`config.mk`:
```
export PLATFORM = sky130hd
export DESIGN_NAME = floppy_disk_controller_switches
export DESIGN_NICKNAME = d
export VERILOG_FILES = /design/src/rtl/fdcs_pkg.sv /design/src/rtl/floppy_disk_controller_switches.sv
export SDC_FILE = /design/constraint.sdc
export NUM_CORES = 1
export LEC_CHECK = 0
export ABC_AREA = 1
export BUFFER_PORTS_ARGS = -buffer_cell sky130_fd_sc_hd__buf_4
export CAP_MARGIN = 0
export CELL_PAD_IN_SITES_DETAIL_PLACEMENT = 0
export CELL_PAD_IN_SITES_GLOBAL_PLACEMENT = 2
export CORE_ASPECT_RATIO = 1.75
export CORE_MARGIN = 2
export CORE_UTILIZATION = 35
export CTS_CLUSTER_SIZE = 25
export DETAILED_ROUTE_END_ITERATION = 10
export PLACE_DENSITY_LB_ADDON = 0.1
export SLEW_MARGIN = 15
export SYNTH_ARGS = -nofsm -noshare
export SYNTH_HDL_FRONTEND = slang
export SYNTH_SLANG_ARGS = --single-unit
```
`constraint.sdc`:
```
create_clock -name clk -period 5.4 [get_ports clk]
set_input_delay 0.81 -clock clk [delete_from_list [all_inputs] [get_ports clk]]
set_output_delay 0.81 -clock clk [all_outputs]
set_load 0.02 [all_outputs]
```
`src/rtl/fdcs_pkg.sv`:
```
package fdcs_pkg;

    // Transaction kinds on the input channel
    localparam logic [2:0] ACT_SW_READ  = 3'd0;
    localparam logic [2:0] ACT_SW_WRITE = 3'd1;
    localparam logic [2:0] ACT_SEL_READ = 3'd2;
    localparam logic [2:0] ACT_SEL_WRITE = 3'd3;
    localparam logic [2:0] ACT_TICK     = 3'd4;

    // Soft switch offsets above the phase lines
    localparam logic [3:0] SW_MOTOR_OFF = 4'd8;
    localparam logic [3:0] SW_MOTOR_ON  = 4'd9;
    localparam logic [3:0] SW_UNIT_0    = 4'd10;
    localparam logic [3:0] SW_UNIT_1    = 4'd11;
    localparam logic [3:0] SW_Q6_OFF    = 4'd12;
    localparam logic [3:0] SW_Q6_ON     = 4'd13;
    localparam logic [3:0] SW_Q7_OFF    = 4'd14;
    localparam logic [3:0] SW_Q7_ON     = 4'd15;

    // Phase or command events toward the drives
    localparam logic [1:0] EVT_NONE   = 2'd0;
    localparam logic [1:0] EVT_PHASE  = 2'd1;
    localparam logic [1:0] EVT_STROBE = 2'd2;

    // Drive data operations
    localparam logic [1:0] OP_NONE   = 2'd0;
    localparam logic [1:0] OP_READ   = 2'd1;
    localparam logic [1:0] OP_WRITE  = 2'd2;
    localparam logic [1:0] OP_STATUS = 2'd3;

    localparam logic [7:0] SPINDOWN_RESET = 8'd60;
    localparam logic [7:0] DATA_IDLE      = 8'hFF;
    localparam logic [7:0] HS_READY       = 8'hC0;
    localparam logic [7:0] HS_DONE        = 8'h80;
    localparam logic [6:0] MOTOR_LARGE    = 7'h50;
    localparam logic [6:0] MOTOR_SMALL    = 7'h60;
    localparam int         MODE_FAST_OFF  = 2;

    typedef struct packed {
        logic [7:0] read_data;
        logic [1:0] phase_event;
        logic [1:0] data_op;
        logic       drive_kind;
        logic       drive_unit;
        logic [3:0] drive_arg;
        logic [7:0] write_byte;
        logic       flush;
        logic [6:0] motor_state;
    } result_t;

endpackage

```
`src/rtl/floppy_disk_controller_switches.sv`:
```
// Register side of a floppy disk controller: decodes soft switch reads and
// writes, drive-select register reads and writes, and frame ticks, and
// reports one result per transaction (read data, phase or command events,
// drive data operations, flush request, motor state). A transaction is
// decoded and its state update applied in the cycle it is accepted; its
// result is registered into the result queue. One transaction per cycle is
// sustained while in_stall is low. Results sit in a two-entry queue, so
// input keeps flowing while one result waits; in_stall rises only when both
// queue entries are full. The user must write the spindown length through
// cfg_write_enable and cfg_write_data only while idle; it is not enforced.
module floppy_disk_controller_switches
(
    input  logic       clk,
    input  logic       rst_n,
    input  logic       cfg_write_enable,
    input  logic [7:0] cfg_write_data,
    input  logic       in_valid,
    output logic       in_stall,
    input  logic [2:0] action,
    input  logic [3:0] offset,
    input  logic [7:0] write_data,
    input  logic [7:0] drive_read_data,
    input  logic       drive_status,
    output logic       out_valid,
    input  logic       out_stall,
    output logic [7:0] read_data,
    output logic [1:0] phase_event,
    output logic [1:0] data_op,
    output logic       drive_kind,
    output logic       drive_unit,
    output logic [3:0] drive_arg,
    output logic [7:0] write_byte,
    output logic       flush,
    output logic [6:0] motor_state
);

    // Controller state
    logic [7:0] spindown_frames_reg;
    logic [3:0] phase_reg,  phase_next;
    logic       motor_reg,  motor_next;
    logic       spin_reg,   spin_next;
    logic [7:0] left_reg,   left_next;
    logic       unit_reg,   unit_next;
    logic       q6_reg,     q6_next;
    logic       q7_reg,     q7_next;
    logic [4:0] mode_reg,   mode_next;
    logic       lsel_reg,   lsel_next;
    logic       lctl_reg,   lctl_next;
    logic       en2_reg,    en2_next;
    logic [1:0] hs_reg,     hs_next;

    // Result queue
    fdcs_pkg::result_t slot0_reg, slot0_next;
    fdcs_pkg::result_t slot1_reg, slot1_next;
    logic [1:0]        count_reg, count_next;
    fdcs_pkg::result_t res;

    logic       push;
    logic       pop;
    logic [1:0] ph_idx;
    logic       ph_on;
    logic       st;

    assign in_stall  = (count_reg == 2'd2);
    assign out_valid = (count_reg != 2'd0);
    assign push      = in_valid && !in_stall;
    assign pop       = out_valid && !out_stall;

    assign ph_idx = offset[2:1];
    assign ph_on  = offset[0];

    // Decode one transaction and work out the state that follows it
    always_comb
    begin
        phase_next = phase_reg;
        motor_next = motor_reg;
        spin_next  = spin_reg;
        left_next  = left_reg;
        unit_next  = unit_reg;
        q6_next    = q6_reg;
        q7_next    = q7_reg;
        mode_next  = mode_reg;
        lsel_next  = lsel_reg;
        lctl_next  = lctl_reg;
        en2_next   = en2_reg;
        hs_next    = hs_reg;
        res        = '0;
        st         = 1'b0;

        if (action == fdcs_pkg::ACT_SW_READ || action == fdcs_pkg::ACT_SW_WRITE)
        begin
            // Soft switch side effect, common to reads and writes
            if (!offset[3])
            begin
                phase_next[ph_idx] = ph_on;
                if (motor_reg)
                begin
                    if (lsel_reg)
                    begin
                        if (ph_idx == 2'd3 && ph_on)
                        begin
                            res.phase_event = fdcs_pkg::EVT_STROBE;
                            res.drive_kind  = 1'b1;
                            res.drive_arg   = {phase_next[1], phase_next[0],
                                               lctl_reg, phase_next[2]};
                        end
                    end
                    else if (ph_on)
                    begin
                        res.phase_event = fdcs_pkg::EVT_PHASE;
                        res.drive_kind  = 1'b0;
                        res.drive_arg   = {2'b00, ph_idx};
                    end
                end
                else
                begin
                    en2_next = phase_next[1] && phase_next[3];
                end
            end
            else
            begin
                unique case (offset)
                    fdcs_pkg::SW_MOTOR_OFF:
                    begin
                        if (mode_reg[fdcs_pkg::MODE_FAST_OFF])
                        begin
                            spin_next  = 1'b0;
                            motor_next = 1'b0;
                        end
                        else if (motor_reg && !spin_reg)
                        begin
                            spin_next = 1'b1;
                            left_next = spindown_frames_reg;
                        end
                    end
                    fdcs_pkg::SW_MOTOR_ON:
                    begin
                        motor_next = 1'b1;
                        spin_next  = 1'b0;
                    end
                    fdcs_pkg::SW_UNIT_0: unit_next = 1'b0;
                    fdcs_pkg::SW_UNIT_1: unit_next = 1'b1;
                    fdcs_pkg::SW_Q6_OFF: q6_next   = 1'b0;
                    fdcs_pkg::SW_Q6_ON:  q6_next   = 1'b1;
                    fdcs_pkg::SW_Q7_OFF: q7_next   = 1'b0;
                    default:             q7_next   = 1'b1;
                endcase
            end

            if (action == fdcs_pkg::ACT_SW_READ)
            begin
                // Odd switches read as zero
                if (!offset[0])
                begin
                    unique case ({q7_next, q6_next})
                        2'b00:
                        begin
                            if (en2_next || !motor_next)
                            begin
                                res.read_data = fdcs_pkg::DATA_IDLE;
                            end
                            else
                            begin
                                res.data_op    = fdcs_pkg::OP_READ;
                                res.drive_kind = lsel_reg;
                                res.read_data  = drive_read_data;
                            end
                        end
                        2'b01:
                        begin
                            if (en2_next)
                            begin
                                st = 1'b1;
                            end
                            else if (lsel_reg)
                            begin
                                if (motor_next)
                                begin
                                    res.data_op    = fdcs_pkg::OP_STATUS;
                                    res.drive_kind = 1'b1;
                                    res.drive_arg  = {phase_next[2], phase_next[1],
                                                      phase_next[0], lctl_reg};
                                    st = drive_status;
                                end
                                else
                                begin
                                    st = 1'b1;
                                end
                            end
                            else
                            begin
                                res.data_op    = fdcs_pkg::OP_STATUS;
                                res.drive_kind = 1'b0;
                                res.drive_arg  = 4'd0;
                                st = drive_status;
                            end
                            res.read_data = {st, 1'b0, motor_next, mode_reg};
                        end
                        2'b10:
                        begin
                            // Handshake register: wrap on the fourth read
                            if (!en2_next || hs_reg == 2'd3)
                            begin
                                res.read_data = fdcs_pkg::HS_DONE;
                                if (en2_next)
                                begin
                                    hs_next = 2'd0;
                                end
                            end
                            else
                            begin
                                res.read_data = fdcs_pkg::HS_READY;
                                hs_next = hs_reg + 2'd1;
                            end
                        end
                        default:
                        begin
                            res.read_data = 8'd0;
                        end
                    endcase
                end
            end
            else
            begin
                // Odd switch write with both latches set: data or mode load
                if (offset[0] && q7_next && q6_next)
                begin
                    if (motor_next)
                    begin
                        if (!en2_next)
                        begin
                            res.data_op    = fdcs_pkg::OP_WRITE;
                            res.drive_kind = lsel_reg;
                            res.write_byte = write_data;
                        end
                    end
                    else
                    begin
                        mode_next = write_data[4:0];
                    end
                end
            end
        end
        else if (action == fdcs_pkg::ACT_SEL_READ)
        begin
            res.read_data = {lctl_reg, lsel_reg, 6'd0};
        end
        else if (action == fdcs_pkg::ACT_SEL_WRITE)
        begin
            lctl_next = write_data[7];
            lsel_next = write_data[6];
        end
        else if (action == fdcs_pkg::ACT_TICK)
        begin
            // Advance the spindown countdown, stop the motor at its end
            if (motor_reg && spin_reg)
            begin
                if (left_reg <= 8'd1)
                begin
                    left_next  = 8'd0;
                    motor_next = 1'b0;
                    spin_next  = 1'b0;
                end
                else
                begin
                    left_next = left_reg - 8'd1;
                end
            end
            res.flush = !motor_next || spin_next;
        end

        // Drive addressing is only shown alongside an event or an operation
        if (res.phase_event != fdcs_pkg::EVT_NONE || res.data_op != fdcs_pkg::OP_NONE)
        begin
            res.drive_unit = unit_next;
        end
        else
        begin
            res.drive_kind = 1'b0;
        end
        res.motor_state = motor_next
                        ? ((lsel_next ? fdcs_pkg::MOTOR_LARGE : fdcs_pkg::MOTOR_SMALL)
                           | {6'd0, unit_next})
                        : 7'd0;
    end

    // Queue bookkeeping: head in slot 0, shift on pop
    always_comb
    begin
        slot0_next = slot0_reg;
        slot1_next = slot1_reg;
        count_next = count_reg;
        if (push && !pop)
        begin
            if (count_reg == 2'd0)
            begin
                slot0_next = res;
            end
            else
            begin
                slot1_next = res;
            end
            count_next = count_reg + 2'd1;
        end
        else if (pop && !push)
        begin
            slot0_next = slot1_reg;
            count_next = count_reg - 2'd1;
        end
        else if (pop && push)
        begin
            slot0_next = (count_reg == 2'd1) ? res : slot1_reg;
            slot1_next = res;
        end
    end

    always_ff @(posedge clk or negedge rst_n)
    begin
        if (!rst_n)
        begin
            spindown_frames_reg <= fdcs_pkg::SPINDOWN_RESET;
            phase_reg <= 4'd0;
            motor_reg <= 1'b0;
            spin_reg  <= 1'b0;
            left_reg  <= 8'd0;
            unit_reg  <= 1'b0;
            q6_reg    <= 1'b0;
            q7_reg    <= 1'b0;
            mode_reg  <= 5'd0;
            lsel_reg  <= 1'b0;
            lctl_reg  <= 1'b0;
            en2_reg   <= 1'b0;
            hs_reg    <= 2'd0;
            count_reg <= 2'd0;
        end
        else
        begin
            if (cfg_write_enable)
            begin
                spindown_frames_reg <= cfg_write_data;
            end
            // Commit the state update only for an accepted transaction
            if (push)
            begin
                phase_reg <= phase_next;
                motor_reg <= motor_next;
                spin_reg  <= spin_next;
                left_reg  <= left_next;
                unit_reg  <= unit_next;
                q6_reg    <= q6_next;
                q7_reg    <= q7_next;
                mode_reg  <= mode_next;
                lsel_reg  <= lsel_next;
                lctl_reg  <= lctl_next;
                en2_reg   <= en2_next;
                hs_reg    <= hs_next;
            end
            count_reg <= count_next;
        end
    end

    // Payload slots carry no reset
    always_ff @(posedge clk)
    begin
        slot0_reg <= slot0_next;
        slot1_reg <= slot1_next;
    end

    assign read_data   = slot0_reg.read_data;
    assign phase_event = slot0_reg.phase_event;
    assign data_op     = slot0_reg.data_op;
    assign drive_kind  = slot0_reg.drive_kind;
    assign drive_unit  = slot0_reg.drive_unit;
    assign drive_arg   = slot0_reg.drive_arg;
    assign write_byte  = slot0_reg.write_byte;
    assign flush       = slot0_reg.flush;
    assign motor_state = slot0_reg.motor_state;

endmodule

```
==> flow_summary.json <==
{
  "cts_buffers": 9,
  "antenna_found_initial": 0,
  "core_area_um2": 14400,
  "gr-total-overflow": 0,
  "area_delta_synth_final_pct": 19.8,
  "avgSynthCellArea_um2": 9.19,
  "grt_pass1_vias": 3952,
  "start_util": 0.358,
  "drive_gt1_frac": 0.218,
  "fp.dieW_um": 95.7,
  "hpwl_um": 10000,
  "cts_setup_buffers": 0,
  "cts_resized": 0,
  "regArea_um2": 2790,
  "cts_tree": "yes",
  "ant_nets": 0,
  "yosys_warnings": 0,
  "clock-sinks": 99,
  "die_h_um": 164,
  "setup_tns_ns": 0,
  "p_per_area_nw_per_um2": 517,
  "grt_max_degree": 43,
  "synth_top_area_cell": "edfxtp_1",
  "report.final.slew_viol_count": 0,
  "power.total_mw": 3.19,
  "clk_latency_ns": 0.35,
  "synth-edff-count": 62,
  "stdcell_count": 813,
  "num_rows": 58,
  "ir_worst_vdd_uv": 216,
  "dr.pass1.iters": 4,
  "cp.required_ns": 5.50,
  "rsz0062_at_grt": "false",
  "relSlewSlack": 0.451,
  "r2r-start": "count_reg[0]",
  "clock_path_buffers": 2,
  "largest_reg_flops": 31,
  "crit_fanout": 42,
  "startpoint": "count_reg[0]",
  "ys_types": 50,
  "placed_area_um2": 5830,
  "cts_hold_buf": 0,
  "hold_path_class": "in -> async",
  "ys_seq_area_frac": 0.543,
  "globalRouteTotalUtil": 0.175,
  "antenna_cells": 0,
  "p_leak_nw": 2.80,
  "synth_top_area_share": 0.362,
  "fin_worst_skew_ns": 0.00707,
  "final-setup-viol-count": 0,
  "synth_most_common_cell": "nand2_1",
  "start_kind": "flip-flop",
  "path_class": "reg -> reg",
  "drc": 0,
  "fin_crit_sh": 0.536,
  "fill_cells": 1480,
  "post_drt_wl_per_cell_um": 16.0,
  "ys_top_cells_by_count": "nand2_1, inv_1, edfxtp_1",
  "ios": 73,
  "ys_ff_latch": 99,
  "endpoint_kind": "flip-flop",
  "syn-cell-area_um2": 5150,
  "crit_arrival_ns": 2.99,
  "reg2reg_depth": 12,
  "tightest_slew_ns": 0.820,
  "ys_async_sr_fraction": 0.374,
  "placedCellCount": 797,
  "multi_input_area_um2": 1950,
  "yosys-top-cells-area": "edfxtp_1, dfrtp_1, nand2_1, inv_1, o21ai_0",
  "htreeDepth": 3,
  "synth_top_flop_cell": "edfxtp_1",
  "grt_pass1_wl_um": 20400,
  "status": "finished, final reports clean",
  "gp_congestion": 0.838,
  "report.final.hold_viol_count": 0,
  "finish.net_count": 674,
  "portBuffers": 69,
  "finish.instance_area_um2": 6170,
  "die_area_um2": 15700,
  "drv_cap": 0,
  "root_buffer": "clkbuf_16",
  "num_vias": 3946,
  "drt_iter0_drc": 146,
  "period_minus_slack_ns": 2.89,
  "fmax_mhz": 346,
  "drt_wl_total_um": 13000,
  "viasPerCell": 4.85,
  "clkTransAtPathRegs_ns": 0.07,
  "synth_cells": 560
}
## cells in the final DEF, fill, tap and decap left out, types with 3 or more instances in the layout
cell type / count
a21oi_1: 19
xor2_1: 6
nand2_2: 6
inv_1: 76
o21ai_2: 3
nor2_4: 8
mux2_2: 3
nor2_1: 45
dfstp_2: 4
o22ai_1: 5
o211ai_1: 4
inv_8: 3
dfrtp_1: 33
buf_4: 72
edfxtp_1: 62
conb_1: 3
nand3_1: 15
nor3_1: 5
clkbuf_16: 9
nand4_1: 7
nor2_2: 4
nand2_1: 129
nand3_2: 4
inv_2: 6
a221oi_1: 3
nand2_4: 3
ha_1: 9
a21oi_2: 3
o21ai_0: 53
## through the flow
| stage | worst slack, ns | utilization | hold slack, ns |
|---|---|---|---|
| floorplan | 1.49 | - | 0.450 |
| global placement | 2.34 | 0.406 | 0.474 |
| detailed placement | 2.27 | 0.406 | 0.483 |
| CTS | 2.47 | 0.429 | 0.452 |
| global route | 2.17 | 0.429 | 0.460 |
| finish | 2.51 | 0.429 | 0.427 |
## critical path, cell delays in order (launching register included)
cell      delay [ns]
dfrtp_1         0.39
inv_1           0.08
ha_1            0.24
nor2_4          0.23
clkinv_1        0.26
ha_1            0.27
inv_1           0.06
a21oi_1         0.06
buf_4           0.21
inv_2           0.52
nand3_1         0.14
o21ai_0         0.10
inv_1           0.06
## final timing paths
path	endpoint	slack, ns
max	data_op[1]	2.51
min	phase_reg[1]	0.43
max reg2reg	data_op[1]	2.51
min reg2reg	q6_reg	0.49
max in group asynchronous	spindown_frames_reg[2]	4.59
min in group clk	q6_reg	0.49
## report_power, final
| part | total (mW) | switching (mW) | internal, mW |
|---|---|---|---|
| clock | 0.721 | 0.304 | 0.417 |
| combinational | 1.18 | 0.778 | 0.405 |
| sequential | 1.28 | 0.117 | 1.17 |
## routing by layer
| layer | GRT usage | up-vias | routed length [um] |
|---|---|---|---|
| met5 | 0 | - | 0 |
| met4 | 0.0922 | 0 | 542 |
| met3 | 0.0242 | 26 | 374 |
| met2 | 0.321 | 85 | 7170 |
| met1 | 0.189 | 1848 | 4940 |
| li1 | - | 1987 | - |
## cell type report
| class | instances | area share |
|---|---|---|
| clock inverters | 7 | 0.0175 |
| clock buffers | 9 | 0.0365 |
| flip-flops and latches | 99 | 0.453 |
| multi-input cells | 361 | 0.317 |
| inverters | 85 | 0.0522 |
| repair buffers | 72 | 0.0877 |
| well taps | 180 | 0.0365 |
## cells by family after synthesis
kind of cell    after synthesis  share of synthesized area
xor+xnor                      7                     0.0119
mux                           4                    0.00851
flops                        99                      0.543
simple gates                234                      0.217
other cells                   1                   0.000729
compound gates              104                      0.117
fa+ha+maj                     9                     0.0219
buf+inv                     102                     0.0807
Note: power is estimated with default switching activity, not from simulation.
